## config.mk

```make
export PLATFORM = sky130hd
export DESIGN_NAME = addressable_led_line_encoder
export DESIGN_NICKNAME = d
export VERILOG_FILES = /design/src/rtl/core/ale_pkg.sv /design/src/rtl/core/addressable_led_line_encoder.sv /design/src/rtl/core/ale_cfg.sv /design/src/rtl/core/ale_front.sv /design/src/rtl/core/ale_queue.sv /design/src/rtl/core/ale_back.sv
export SDC_FILE = /design/constraint.sdc
export NUM_CORES = 1
export LEC_CHECK = 0
export ABC_AREA = 1
export ABC_CLOCK_PERIOD_IN_PS = 2650
export BUFFER_PORTS_ARGS = -buffer_cell sky130_fd_sc_hd__clkbuf_2
export CAP_MARGIN = 25
export CORE_MARGIN = 1
export CORE_UTILIZATION = 40
export CTS_CLUSTER_DIAMETER = 50
export CTS_CLUSTER_SIZE = 28
export DETAILED_ROUTE_END_ITERATION = 8
export PLACE_DENSITY = 0.72
export SKIP_CTS_REPAIR_TIMING = 1
export SLEW_MARGIN = 20
export SYNTH_ARGS = -nofsm -noshare
export SYNTH_HDL_FRONTEND = slang
export SYNTH_SLANG_ARGS = --single-unit
```

## constraint.sdc

```tcl
create_clock -name clk -period 2.65 [get_ports clk]
set_clock_uncertainty 0.2 [all_clocks]
set_input_delay 0.1325 -clock clk [delete_from_list [all_inputs] [get_ports clk]]
set_output_delay 0.1325 -clock clk [all_outputs]
set_load 0.05 [all_outputs]
```

## src/rtl/core/ale_pkg.sv

```systemverilog
// shared types and constants for the addressable led line encoder
// no dependencies
package ale_pkg;

    localparam int unsigned MAX_LEDS       = 1024;
    localparam int unsigned BITS_PER_PIXEL = 24;
    localparam int unsigned FRAME_LEN_W    = 11;
    localparam int unsigned COUNT_W        = 10;
    localparam int unsigned SEG_W          = 6;
    localparam int unsigned CFG_INDEX_W    = 3;
    localparam int unsigned CFG_DATA_W     = 16;

    // segment numbers within one pixel
    localparam logic [SEG_W-1:0] SEG_LAST_BIT = SEG_W'(2 * BITS_PER_PIXEL - 1);
    localparam logic [SEG_W-1:0] SEG_GAP      = SEG_W'(2 * BITS_PER_PIXEL);

    // register indexes
    localparam logic [CFG_INDEX_W-1:0] CFG_ONE_HIGH  = 3'd0;
    localparam logic [CFG_INDEX_W-1:0] CFG_ONE_LOW   = 3'd1;
    localparam logic [CFG_INDEX_W-1:0] CFG_ZERO_HIGH = 3'd2;
    localparam logic [CFG_INDEX_W-1:0] CFG_ZERO_LOW  = 3'd3;
    localparam logic [CFG_INDEX_W-1:0] CFG_LATCH_GAP = 3'd4;
    localparam logic [CFG_INDEX_W-1:0] CFG_LEDS      = 3'd5;

    // effective timing and frame settings, zero values already lifted to one
    typedef struct packed {
        logic [7:0]             one_high;
        logic [7:0]             one_low;
        logic [7:0]             zero_high;
        logic [7:0]             zero_low;
        logic [15:0]            latch_gap;
        logic [FRAME_LEN_W-1:0] frame_len;
    } timing_t;

    // one classified pixel waiting for the emitter
    typedef struct packed {
        logic [BITS_PER_PIXEL-1:0] pixel;
        logic                      frame_end;
    } pixel_item_t;

endpackage

```

## src/rtl/core/addressable_led_line_encoder.sv

```systemverilog
// channel | handshake           | payload
// in      | in_valid / in_stall  | first_color, second_color, third_color
// out     | out_valid / out_stall| line_level, duration, is_latch_gap, last
// cfg     | cfg_valid / cfg_ready| cfg_index, cfg_data
//
// one segment leaves per cycle from the emitter's output register unless
// out_stall holds it; a pixel gives 48 segments, 49 if the latch gap follows.
// a two-entry queue sits between the front end and the emitter; in_stall rises
// only when it is full, and out_stall freezes the emitter with the beat held.
// reset loads the default timings, clears the pixel counter and empties the
// queue; no clearing pass, cfg_ready is always high.
// depends on ale_pkg, ale_cfg, ale_front, ale_queue, ale_back
module addressable_led_line_encoder (
    input  logic                            clk,
    input  logic                            rst_n,
    input  logic                            in_valid,
    output logic                            in_stall,
    input  logic [7:0]                      first_color,
    input  logic [7:0]                      second_color,
    input  logic [7:0]                      third_color,
    output logic                            out_valid,
    input  logic                            out_stall,
    output logic                            line_level,
    output logic [15:0]                     duration,
    output logic                            is_latch_gap,
    output logic                            last,
    input  logic                            cfg_valid,
    output logic                            cfg_ready,
    input  logic [ale_pkg::CFG_INDEX_W-1:0] cfg_index,
    input  logic [ale_pkg::CFG_DATA_W-1:0]  cfg_data
);
    import ale_pkg::*;

    timing_t     timing;
    logic        queue_full;
    logic        queue_not_empty;
    logic        push;
    logic        pop;
    pixel_item_t push_item;
    pixel_item_t head;

    assign cfg_ready = 1'b1;

    // configuration registers
    ale_cfg u_cfg (
        .clk      (clk),
        .rst_n    (rst_n),
        .wr_en    (cfg_valid && cfg_ready),
        .wr_index (cfg_index),
        .wr_data  (cfg_data),
        .timing   (timing)
    );

    // pixel intake and frame tracking
    ale_front u_front (
        .clk          (clk),
        .rst_n        (rst_n),
        .in_valid     (in_valid),
        .queue_full   (queue_full),
        .first_color  (first_color),
        .second_color (second_color),
        .third_color  (third_color),
        .frame_len    (timing.frame_len),
        .in_stall     (in_stall),
        .push         (push),
        .push_item    (push_item)
    );

    // decoupling queue
    ale_queue u_queue (
        .clk       (clk),
        .rst_n     (rst_n),
        .push      (push),
        .push_item (push_item),
        .pop       (pop),
        .full      (queue_full),
        .not_empty (queue_not_empty),
        .head      (head)
    );

    // segment emitter
    ale_back u_back (
        .clk          (clk),
        .rst_n        (rst_n),
        .item_valid   (queue_not_empty),
        .item         (head),
        .timing       (timing),
        .out_stall    (out_stall),
        .pop          (pop),
        .out_valid    (out_valid),
        .line_level   (line_level),
        .duration     (duration),
        .is_latch_gap (is_latch_gap),
        .last         (last)
    );

endmodule

```

## src/rtl/core/ale_cfg.sv

```systemverilog
// configuration registers with reset defaults and clamping of the used values
// depends on ale_pkg
module ale_cfg (
    input  logic                           clk,
    input  logic                           rst_n,
    input  logic                           wr_en,
    input  logic [ale_pkg::CFG_INDEX_W-1:0] wr_index,
    input  logic [ale_pkg::CFG_DATA_W-1:0]  wr_data,
    output ale_pkg::timing_t               timing
);
    import ale_pkg::*;

    logic [7:0]             one_high_reg;
    logic [7:0]             one_low_reg;
    logic [7:0]             zero_high_reg;
    logic [7:0]             zero_low_reg;
    logic [15:0]            latch_gap_reg;
    logic [FRAME_LEN_W-1:0] leds_reg;

    // register writes, unknown indexes ignored
    always_ff @(posedge clk or negedge rst_n)
    begin
        if (!rst_n)
        begin
            one_high_reg  <= 8'd10;
            one_low_reg   <= 8'd7;
            zero_high_reg <= 8'd4;
            zero_low_reg  <= 8'd8;
            latch_gap_reg <= 16'd800;
            leds_reg      <= FRAME_LEN_W'(100);
        end
        else if (wr_en)
        begin
            unique case (wr_index)
                CFG_ONE_HIGH:  one_high_reg  <= wr_data[7:0];
                CFG_ONE_LOW:   one_low_reg   <= wr_data[7:0];
                CFG_ZERO_HIGH: zero_high_reg <= wr_data[7:0];
                CFG_ZERO_LOW:  zero_low_reg  <= wr_data[7:0];
                CFG_LATCH_GAP: latch_gap_reg <= wr_data[15:0];
                CFG_LEDS:      leds_reg      <= wr_data[FRAME_LEN_W-1:0];
                default:       ;
            endcase
        end
    end

    // zero durations act as one, frame length held within one to the maximum
    always_comb
    begin
        timing.one_high  = (one_high_reg  == 8'd0) ? 8'd1 : one_high_reg;
        timing.one_low   = (one_low_reg   == 8'd0) ? 8'd1 : one_low_reg;
        timing.zero_high = (zero_high_reg == 8'd0) ? 8'd1 : zero_high_reg;
        timing.zero_low  = (zero_low_reg  == 8'd0) ? 8'd1 : zero_low_reg;
        timing.latch_gap = (latch_gap_reg == 16'd0) ? 16'd1 : latch_gap_reg;
        if (leds_reg == '0)
            timing.frame_len = FRAME_LEN_W'(1);
        else if (leds_reg > FRAME_LEN_W'(MAX_LEDS))
            timing.frame_len = FRAME_LEN_W'(MAX_LEDS);
        else
            timing.frame_len = leds_reg;
    end

endmodule

```

## src/rtl/core/ale_front.sv

```systemverilog
// front end: takes pixel beats, tracks the frame position, marks frame ends
// depends on ale_pkg
module ale_front (
    input  logic                                 clk,
    input  logic                                 rst_n,
    input  logic                                 in_valid,
    input  logic                                 queue_full,
    input  logic [7:0]                           first_color,
    input  logic [7:0]                           second_color,
    input  logic [7:0]                           third_color,
    input  logic [ale_pkg::FRAME_LEN_W-1:0]      frame_len,
    output logic                                 in_stall,
    output logic                                 push,
    output ale_pkg::pixel_item_t                 push_item
);
    import ale_pkg::*;

    logic [COUNT_W-1:0]     pixel_counter_reg;
    logic [COUNT_W-1:0]     pixel_counter_next;
    logic [FRAME_LEN_W-1:0] count_plus_one;
    logic                   frame_end;

    assign in_stall = queue_full;
    assign push     = in_valid && !queue_full;

    // classify the beat against the frame length
    always_comb
    begin
        count_plus_one     = FRAME_LEN_W'(pixel_counter_reg) + FRAME_LEN_W'(1);
        frame_end          = (count_plus_one >= frame_len);
        pixel_counter_next = frame_end ? '0 : count_plus_one[COUNT_W-1:0];
        push_item.pixel     = {first_color, second_color, third_color};
        push_item.frame_end = frame_end;
    end

    // pixel counter
    always_ff @(posedge clk or negedge rst_n)
    begin
        if (!rst_n)
            pixel_counter_reg <= '0;
        else if (push)
            pixel_counter_reg <= pixel_counter_next;
    end

endmodule

```

## src/rtl/core/ale_queue.sv

```systemverilog
// two-entry queue between the front end and the segment emitter
// depends on ale_pkg
module ale_queue (
    input  logic                 clk,
    input  logic                 rst_n,
    input  logic                 push,
    input  ale_pkg::pixel_item_t push_item,
    input  logic                 pop,
    output logic                 full,
    output logic                 not_empty,
    output ale_pkg::pixel_item_t head
);
    import ale_pkg::*;

    pixel_item_t entry_reg [2];
    logic        wr_ptr_reg;
    logic        rd_ptr_reg;
    logic [1:0]  count_reg;
    logic [1:0]  count_next;

    assign full      = (count_reg == 2'd2);
    assign not_empty = (count_reg != 2'd0);
    assign head      = entry_reg[rd_ptr_reg];

    // occupancy
    always_comb
    begin
        count_next = count_reg;
        if (push && !pop)
            count_next = count_reg + 2'd1;
        else if (pop && !push)
            count_next = count_reg - 2'd1;
    end

    // pointers and count
    always_ff @(posedge clk or negedge rst_n)
    begin
        if (!rst_n)
        begin
            wr_ptr_reg <= 1'b0;
            rd_ptr_reg <= 1'b0;
            count_reg  <= 2'd0;
        end
        else
        begin
            if (push)
                wr_ptr_reg <= !wr_ptr_reg;
            if (pop)
                rd_ptr_reg <= !rd_ptr_reg;
            count_reg <= count_next;
        end
    end

    // entry storage
    always_ff @(posedge clk)
    begin
        if (push)
            entry_reg[wr_ptr_reg] <= push_item;
    end

endmodule

```

## src/rtl/core/ale_back.sv

```systemverilog
// back end: turns the head pixel into line segments, one per cycle unless out_stall holds the output
// depends on ale_pkg
module ale_back (
    input  logic                 clk,
    input  logic                 rst_n,
    input  logic                 item_valid,
    input  ale_pkg::pixel_item_t item,
    input  ale_pkg::timing_t     timing,
    input  logic                 out_stall,
    output logic                 pop,
    output logic                 out_valid,
    output logic                 line_level,
    output logic [15:0]          duration,
    output logic                 is_latch_gap,
    output logic                 last
);
    import ale_pkg::*;

    logic [SEG_W-1:0]          seg_reg;
    logic [SEG_W-1:0]          seg_next;
    logic                      out_valid_reg;
    logic                      line_level_reg;
    logic                      line_level_next;
    logic [15:0]               duration_reg;
    logic [15:0]               duration_next;
    logic                      is_latch_gap_reg;
    logic                      is_latch_gap_next;
    logic                      last_reg;
    logic                      last_next;
    logic                      advance;
    logic                      data_bit;
    logic [BITS_PER_PIXEL-1:0] shifted;

    assign advance = !out_valid_reg || !out_stall;

    // segment decode for the current position in the pixel
    always_comb
    begin
        shifted  = item.pixel << seg_reg[SEG_W-1:1];
        data_bit = shifted[BITS_PER_PIXEL-1];
        if (seg_reg == SEG_GAP)
        begin
            line_level_next   = 1'b0;
            duration_next     = timing.latch_gap;
            is_latch_gap_next = 1'b1;
            last_next         = 1'b1;
        end
        else
        begin
            line_level_next   = !seg_reg[0];
            is_latch_gap_next = 1'b0;
            last_next         = (seg_reg == SEG_LAST_BIT) && !item.frame_end;
            case ({data_bit, seg_reg[0]})
                2'b10:   duration_next = {8'd0, timing.one_high};
                2'b11:   duration_next = {8'd0, timing.one_low};
                2'b00:   duration_next = {8'd0, timing.zero_high};
                default: duration_next = {8'd0, timing.zero_low};
            endcase
        end
        pop      = advance && item_valid && last_next;
        seg_next = last_next ? '0 : seg_reg + SEG_W'(1);
    end

    // segment counter and output register
    always_ff @(posedge clk or negedge rst_n)
    begin
        if (!rst_n)
        begin
            seg_reg       <= '0;
            out_valid_reg <= 1'b0;
        end
        else if (advance)
        begin
            out_valid_reg <= item_valid;
            if (item_valid)
                seg_reg <= seg_next;
        end
    end

    // output payload
    always_ff @(posedge clk)
    begin
        if (advance && item_valid)
        begin
            line_level_reg   <= line_level_next;
            duration_reg     <= duration_next;
            is_latch_gap_reg <= is_latch_gap_next;
            last_reg         <= last_next;
        end
    end

    assign out_valid    = out_valid_reg;
    assign line_level   = line_level_reg;
    assign duration     = duration_reg;
    assign is_latch_gap = is_latch_gap_reg;
    assign last         = last_reg;

endmodule

```

==> run summary, run 1 <==
CP most frequent cell: nand3_2
area taken by flip-flops and latches: 0.004091 sq mm
I/O pin count: 70
vias in the first global route: 5196
Synth Warn #: 0
slowest CP cell: dfrtp_1
CTS Sinks: 149
Worst-Margin Slew: 947.7 ps
R2R depth: 14
crit end category: register
Initial DRT Pass Iterations: 6
per-cell routed wire length: 14.72 microns
status: complete, but fails checks
Avg Inst Size Synth: 9.498 sq um
Setup crit start: u_front.pixel_counter_reg[0]$_DFFE_PN0P_
worst stage delay on the critical path: 380 ps
CTS H-tree lvls: 4
RSZ-0062 raised after global routing: true
Tightest Hold Check Type: input pin to register
final worst setup slack: -214.6 ps
TritonCTS clock tree: yes
pin count of the biggest net entering global routing: 81
placed instance area: 0.007610 sq mm
Post-Route WL: 16.24 mm
Crit Path Max Fanout: 6
Mapped Cells: 726
Leak: 0.004079 uW
Tmin final: 2865 ps
final hold violation count: 1
fill count: 1418
Synthesized Nets: 789
vias post-DR: 5482
clk slew on worst S/H paths: 70 ps
hold path start: in_valid
Vias/cell: 4.970
Worst R2R Setup Slack: -210 ps
RR Startpoint: u_front.pixel_counter_reg[0]$_DFFE_PN0P_
PwrDens: 1146 mW/mm^2
Final period util: 108.1%
CORE AREA: 0.01670 sq mm
area grow syn2layout: 29.16%
die area: 0.01777 sq mm
Num CTS Buffers: 17
cell breakdown of the critical path: ha_2, nand3_2, nor2_4, buf_4, nand3_4, nor3_4, ha_1, nand2_2, nor2_2, a221oi_2, and2_4, buf_6, nand3_2, o21ai_1
ant diodes: 0
normalized max-slew margin: 36.67%
Clock Tree Buf Depth: 2
GRT Util Overall: 17.97%
VDD IR-drop max: 469.5 uV
failing checks: hold timing, setup timing
worst setup path class: register to register
first-pass GRT wire length: 24.96 mm
clk_lat worst skew: 420 ps
routability cong.: 0.8173
Yosys reg bits: 149
final setup vio count: 12
hold_ws: -4.228 ps
Worst EP arrival: 3010 ps
area occupied by multi-input gates: 0.002544 sq mm
Die H: 133.3 microns
total power: 10200 uW
die width: 133.3 microns
DRC: 0
Hold Crit Depth: 4
layout cells sized above 1: 23.67%
Routed Antenna Nets: 0
mapped cell area: 0.006895 sq mm
post-route cell area: 0.008906 sq mm
nets: 933
Root Driver: clkbuf_16
Final Max Slew Viols: 0
CP startpoint kind: register
Critical Path RT: 2800 ps
max cap viols: 0
HPWL Detailed: 10.29 mm
Port Buffer Count: 68
initial antenna violation count: 0
total grt overflow: 0
Max Freq: 0.3491 GHz
Synth cell types: 34
max reg flops: 50
num rows: 47
initial DRC count: 435
post-synthesis sequential area ratio: 59.32%
initial core utilization: 41.29%
## power by group
part | switching (uW) | leakage, uW | internal [uW]
combinational | 2770 | 0.00217 | 1470
clock | 1050 | 0.000284 | 1340
sequential | 359 | 0.00163 | 3220
## routing by layer
| layer | wire (microns) | GRT usage (%) | share of wire, % |
|---|---|---|---|
| met1 | 7012 | 23.08 | 43 |
| met3 | 635 | 3.881 | 3.9 |
| met4 | 353 | 5.682 | 2.2 |
| met5 | 0 | 0 | 0 |
| met2 | 8237 | 30.30 | 51 |
## metrics by stage
step	hold slack [ps]	instances	util (%)	TNS, ps	worst slack, ps
after floorplan	-363.1	726	-	0	2.888
after global placement	122.1	1020	45.56	-776.5	-96.89
after detailed placement	126.4	1020	45.56	-3229	-309.9
after CTS	-313.2	1052	49.05	-3309	-313.2
after global routing	66.17	1103	53.33	-3633	-332.5
final	-4.228	1103	53.33	-2358	-214.6
## Yosys cell counts
| master | number | share of area [%] |
|---|---|---|
| a21o_1 | 3 | 0.33 |
| a21oi_1 | 16 | 1.2 |
| a221oi_1 | 1 | 0.13 |
| and2_1 | 1 | 0.091 |
| buf_1 | 1 | 0.054 |
| buf_2 | 4 | 0.29 |
| buf_4 | 2 | 0.22 |
| buf_6 | 6 | 0.98 |
| clkbuf_1 | 12 | 0.65 |
| clkbuf_2 | 1 | 0.073 |
| conb_1 | 1 | 0.054 |
| dfrtp_1 | 67 | 24 |
| dfstp_2 | 13 | 5.0 |
| edfxtp_1 | 69 | 30 |
| ha_1 | 15 | 2.7 |
| inv_1 | 84 | 4.6 |
| inv_6 | 1 | 0.13 |
| nand2_1 | 166 | 9.0 |
| nand2_2 | 1 | 0.091 |
| nand2_4 | 1 | 0.16 |
| nand3_1 | 48 | 3.5 |
| nand3_2 | 7 | 1.0 |
| nand3_4 | 2 | 0.51 |
| nand4_1 | 9 | 0.82 |
| nor2_1 | 63 | 3.4 |
| nor3_1 | 7 | 0.51 |
| nor4_1 | 11 | 1.0 |
| o211ai_1 | 5 | 0.54 |
| o21ai_0 | 88 | 6.4 |
| o21ai_1 | 9 | 0.65 |
| o21ai_4 | 1 | 0.24 |
| or2_2 | 1 | 0.091 |
| xnor2_1 | 1 | 0.13 |
| xor2_1 | 9 | 1.1 |
## path summary, 6_finish.rpt
| path | endpoint |
|---|---|
| setup / recovery | u_front.pixel_counter_reg[1]$_DFFE_PN0P_ |
| hold / removal | u_queue.wr_ptr_reg$_DFFE_PN0P_ |
| setup reg to reg | u_front.pixel_counter_reg[1]$_DFFE_PN0P_ |
| hold reg to reg | u_cfg.zero_high_reg[0]$_DFFE_PN0P_ |
| max in group asynchronous | u_queue.rd_ptr_reg$_DFFE_PN0P_ |
| min in group asynchronous | u_cfg.latch_gap_reg[2]$_DFFE_PN0P_ |
## worst max-delay path, delay by kind of cell, from the launching register on
| kind | cells | cell delay (ps) |
|---|---|---|
| DFF | 1 | 380 |
| and+or+nand+nor | 8 | 1050 |
| buffers and inverters | 2 | 270 |
| adders and majority gates | 2 | 490 |
| AOI/OAI and AO/OA | 2 | 400 |
## final cells by class
cell class,instances,area share [%]
inverters,85,3.639
well taps,220,3.091
flip-flops and latches,149,45.94
repair buffers,151,12.24
clock inverters,15,1.756
clock buffers,17,4.777
multi-input cells,466,28.56
## cell families after synthesis
group | after synthesis | share of synthesized area, %
other | 1 | 0.05438
and+or+nand+nor | 317 | 20.23
DFF | 149 | 59.32
adders and majority gates | 15 | 2.722
buffers and inverters | 111 | 6.968
xor gates and xnor gates | 10 | 1.270
AOI/OAI and AO/OA | 123 | 9.436
## cells in the final DEF (no fill, tap or decap), types with 4 or more instances in the layout
| cell type | netlist | routed |
|---|---|---|
| nor4_1 | 11 | 10 |
| xor2_1 | 9 | 6 |
| nand3_2 | 7 | 16 |
| nand3_1 | 48 | 37 |
| dlygate4sd3_1 | 0 | 42 |
| nand4_1 | 9 | 9 |
| inv_6 | 1 | 8 |
| a21oi_1 | 16 | 15 |
| dfstp_2 | 13 | 13 |
| o21ai_0 | 88 | 76 |
| ha_1 | 15 | 12 |
| nor3_1 | 7 | 5 |
| clkbuf_16 | 0 | 17 |
| o21ai_1 | 9 | 18 |
| dfrtp_1 | 67 | 66 |
| nor2_1 | 63 | 56 |
| nand2_2 | 1 | 5 |
| inv_8 | 0 | 4 |
| inv_1 | 84 | 81 |
| nand2_1 | 166 | 162 |
| nand3_4 | 2 | 4 |
| clkbuf_2 | 1 | 67 |
| o211ai_1 | 5 | 5 |
| buf_4 | 2 | 38 |
| edfxtp_1 | 69 | 69 |
| nor2_2 | 0 | 5 |
No activity file was read; power rests on OpenSTA's default activity.
==> inputs of run 2 (changes only) <==
Settings changed: GPL_ROUTABILITY_DRIVEN from default to 0, TNS_END_PERCENT from default to 30.
==> run summary, run 2 (same netlist as run 1, synthesis figures left out) <==
status: complete, but fails checks
failing checks: hold timing, setup timing
ant diodes: 0
Port Buffer Count: 68
Routed Antenna Nets: 0
PwrDens: 1142 mW/mm^2
CP most frequent cell: inv_2
CP startpoint kind: register
Clock Tree Buf Depth: 2
total power: 10140 uW
R2R depth: 15
Initial DRT Pass Iterations: 5
Switching Fraction: 41.03%
clk slew on worst S/H paths: 60 ps
worst setup path class: register to register
Final period util: 107.9%
internal power: 5979 uW
RSZ-0062 raised after global routing: true
Tightest Hold Check Type: input pin to register
initial antenna violation count: 0
num rows: 47
hold_ws: -0.3462 ps
Critical Path RT: 2740 ps
pin count of the biggest net entering global routing: 81
Leak: 0.004066 uW
Logic pwr share: 41.1%
Worst EP arrival: 2950 ps
CP delay by family, top: simple AND/OR/NAND/NOR gates
nets: 931
total grt overflow: 0
CTS H-tree lvls: 4
area grow syn2layout: 28.76%
Sequential Power Share: 35.3%
DRC: 0
worst stage delay on the critical path: 380 ps
max cap viols: 0
Post-Route WL: 16.21 mm
vias in the first global route: 5196
Worst-Margin Slew: 940.7 ps
slowest CP cell: dfrtp_1
first-pass GRT wire length: 24.96 mm
clk_lat worst skew: 420 ps
Hold Crit Depth: 4
Inst Count DP: 1020
fill count: 1425
initial DRC count: 442
final worst setup slack: -209.8 ps
final setup vio count: 12
die area: 0.01777 sq mm
Max Freq: 0.3497 GHz
die width: 133.3 microns
final hold violation count: 1
Buf/Inv on CP: 3
per-cell routed wire length: 14.72 microns
Final Max Slew Viols: 0
Non-Filler Instances: 1101
cell breakdown of the critical path: inv_2, nor3_4, nand3_2, inv_2, nand3_4, nor2_4, xor2_2, ha_1, nand2_2, nor4_4, a221oi_2, and2_4, buf_6, nand3_1, o21ai_0
initial core utilization: 41.29%
Vias/cell: 4.987
switching pwr: 4160 uW
Clock power frac: 23.6%
GRT Util Overall: 17.97%
Root Driver: clkbuf_16
I/O pin count: 70
normalized max-slew margin: 37.13%
vias post-DR: 5491
CTS Sinks: 149
crit end category: register
critical path depth in cells: 15
TritonCTS clock tree: yes
layout cells sized above 1: 23.27%
CORE AREA: 0.01670 sq mm
Crit Path Max Fanout: 5
VDD IR-drop max: 460.8 uV
Tmin final: 2860 ps
most common cell after layout, fill and taps aside: nand2_1
most frequent cells in the layout: nand2_1, inv_1, o21ai_0, edfxtp_1, clkbuf_2
max reg flops: 50
HPWL Detailed: 10.29 mm
Util after Layout: 53.16%
Die H: 133.3 microns
Num CTS Buffers: 17
==> run 2: stage by stage <==
| stage | area [sq um] | setup TNS (ps) | worst slack (ps) | hold WS, ps |
|---|---|---|---|---|
| finish | 8879 | -2280 | -209.8 | -0.3462 |
| global route | 8879 | -3734 | -330.9 | 66.17 |
| CTS | 8192 | -3309 | -313.2 | -313.2 |
| global placement | 7610 | -776.5 | -96.89 | 122.1 |
| floorplan | 6905 | 0 | 2.888 | -363.1 |
| detailed placement | 7610 | -3229 | -309.9 | 126.4 |
==> run 2: final cells by class <==
| cell class | instances | area [sq um] | area share [%] |
|---|---|---|---|
| sequential | 149 | 4091 | 46.08 |
| multi-input combinational | 466 | 2535 | 28.55 |
| tap | 220 | 275.3 | 3.100 |
| timing repair buffer | 149 | 1071 | 12.06 |
| inverter | 85 | 324.1 | 3.650 |
| clock inverter | 15 | 156.4 | 1.762 |
| clock buffer | 17 | 425.4 | 4.791 |
==> run 2: path summary, 6_finish.rpt <==
check	from	to	slack [ps]
max	u_front.pixel_counter_reg[0]$_DFFE_PN0P_	u_front.pixel_counter_reg[8]$_DFFE_PN0P_	-210
min	in_valid	u_queue.wr_ptr_reg$_DFFE_PN0P_	-0.3
max reg2reg	u_front.pixel_counter_reg[0]$_DFFE_PN0P_	u_front.pixel_counter_reg[8]$_DFFE_PN0P_	-210
min reg2reg	u_cfg.zero_high_reg[0]$_DFFE_PN0P_	u_cfg.zero_high_reg[0]$_DFFE_PN0P_	290
max in group asynchronous	rst_n	u_queue.rd_ptr_reg$_DFFE_PN0P_	1580
min in group asynchronous	rst_n	u_cfg.latch_gap_reg[2]$_DFFE_PN0P_	110
==> run 2: power by group through the flow <==
stage                     Clock, uW  Combinational (uW)  Sequential (uW)
final                          2400                4160             3580
after global routing           2530                4570             3640
after CTS                      2420                3770             3560
after detailed placement          0                3740             3600
after global placement            0                3670             3580
after floorplan                   0                2260             4020
==> run 2: layer usage <==
layer / wire length [microns] / share of wire (%) / global-route usage [%] / up-vias
met1: 7164 / 44 / 23.08 / 2617
li1: - / - / - / 2710
met5: 0 / 0 / 0 / -
met4: 362 / 2.2 / 5.682 / 0
met3: 535 / 3.3 / 3.881 / 31
met2: 8146 / 50 / 30.30 / 133
==> run 2: tightest hold or removal path: stages <==
cell and delay [ps]:
clkbuf_2 100, o21ai_0 180, nor2_2 80, nor2_1 90
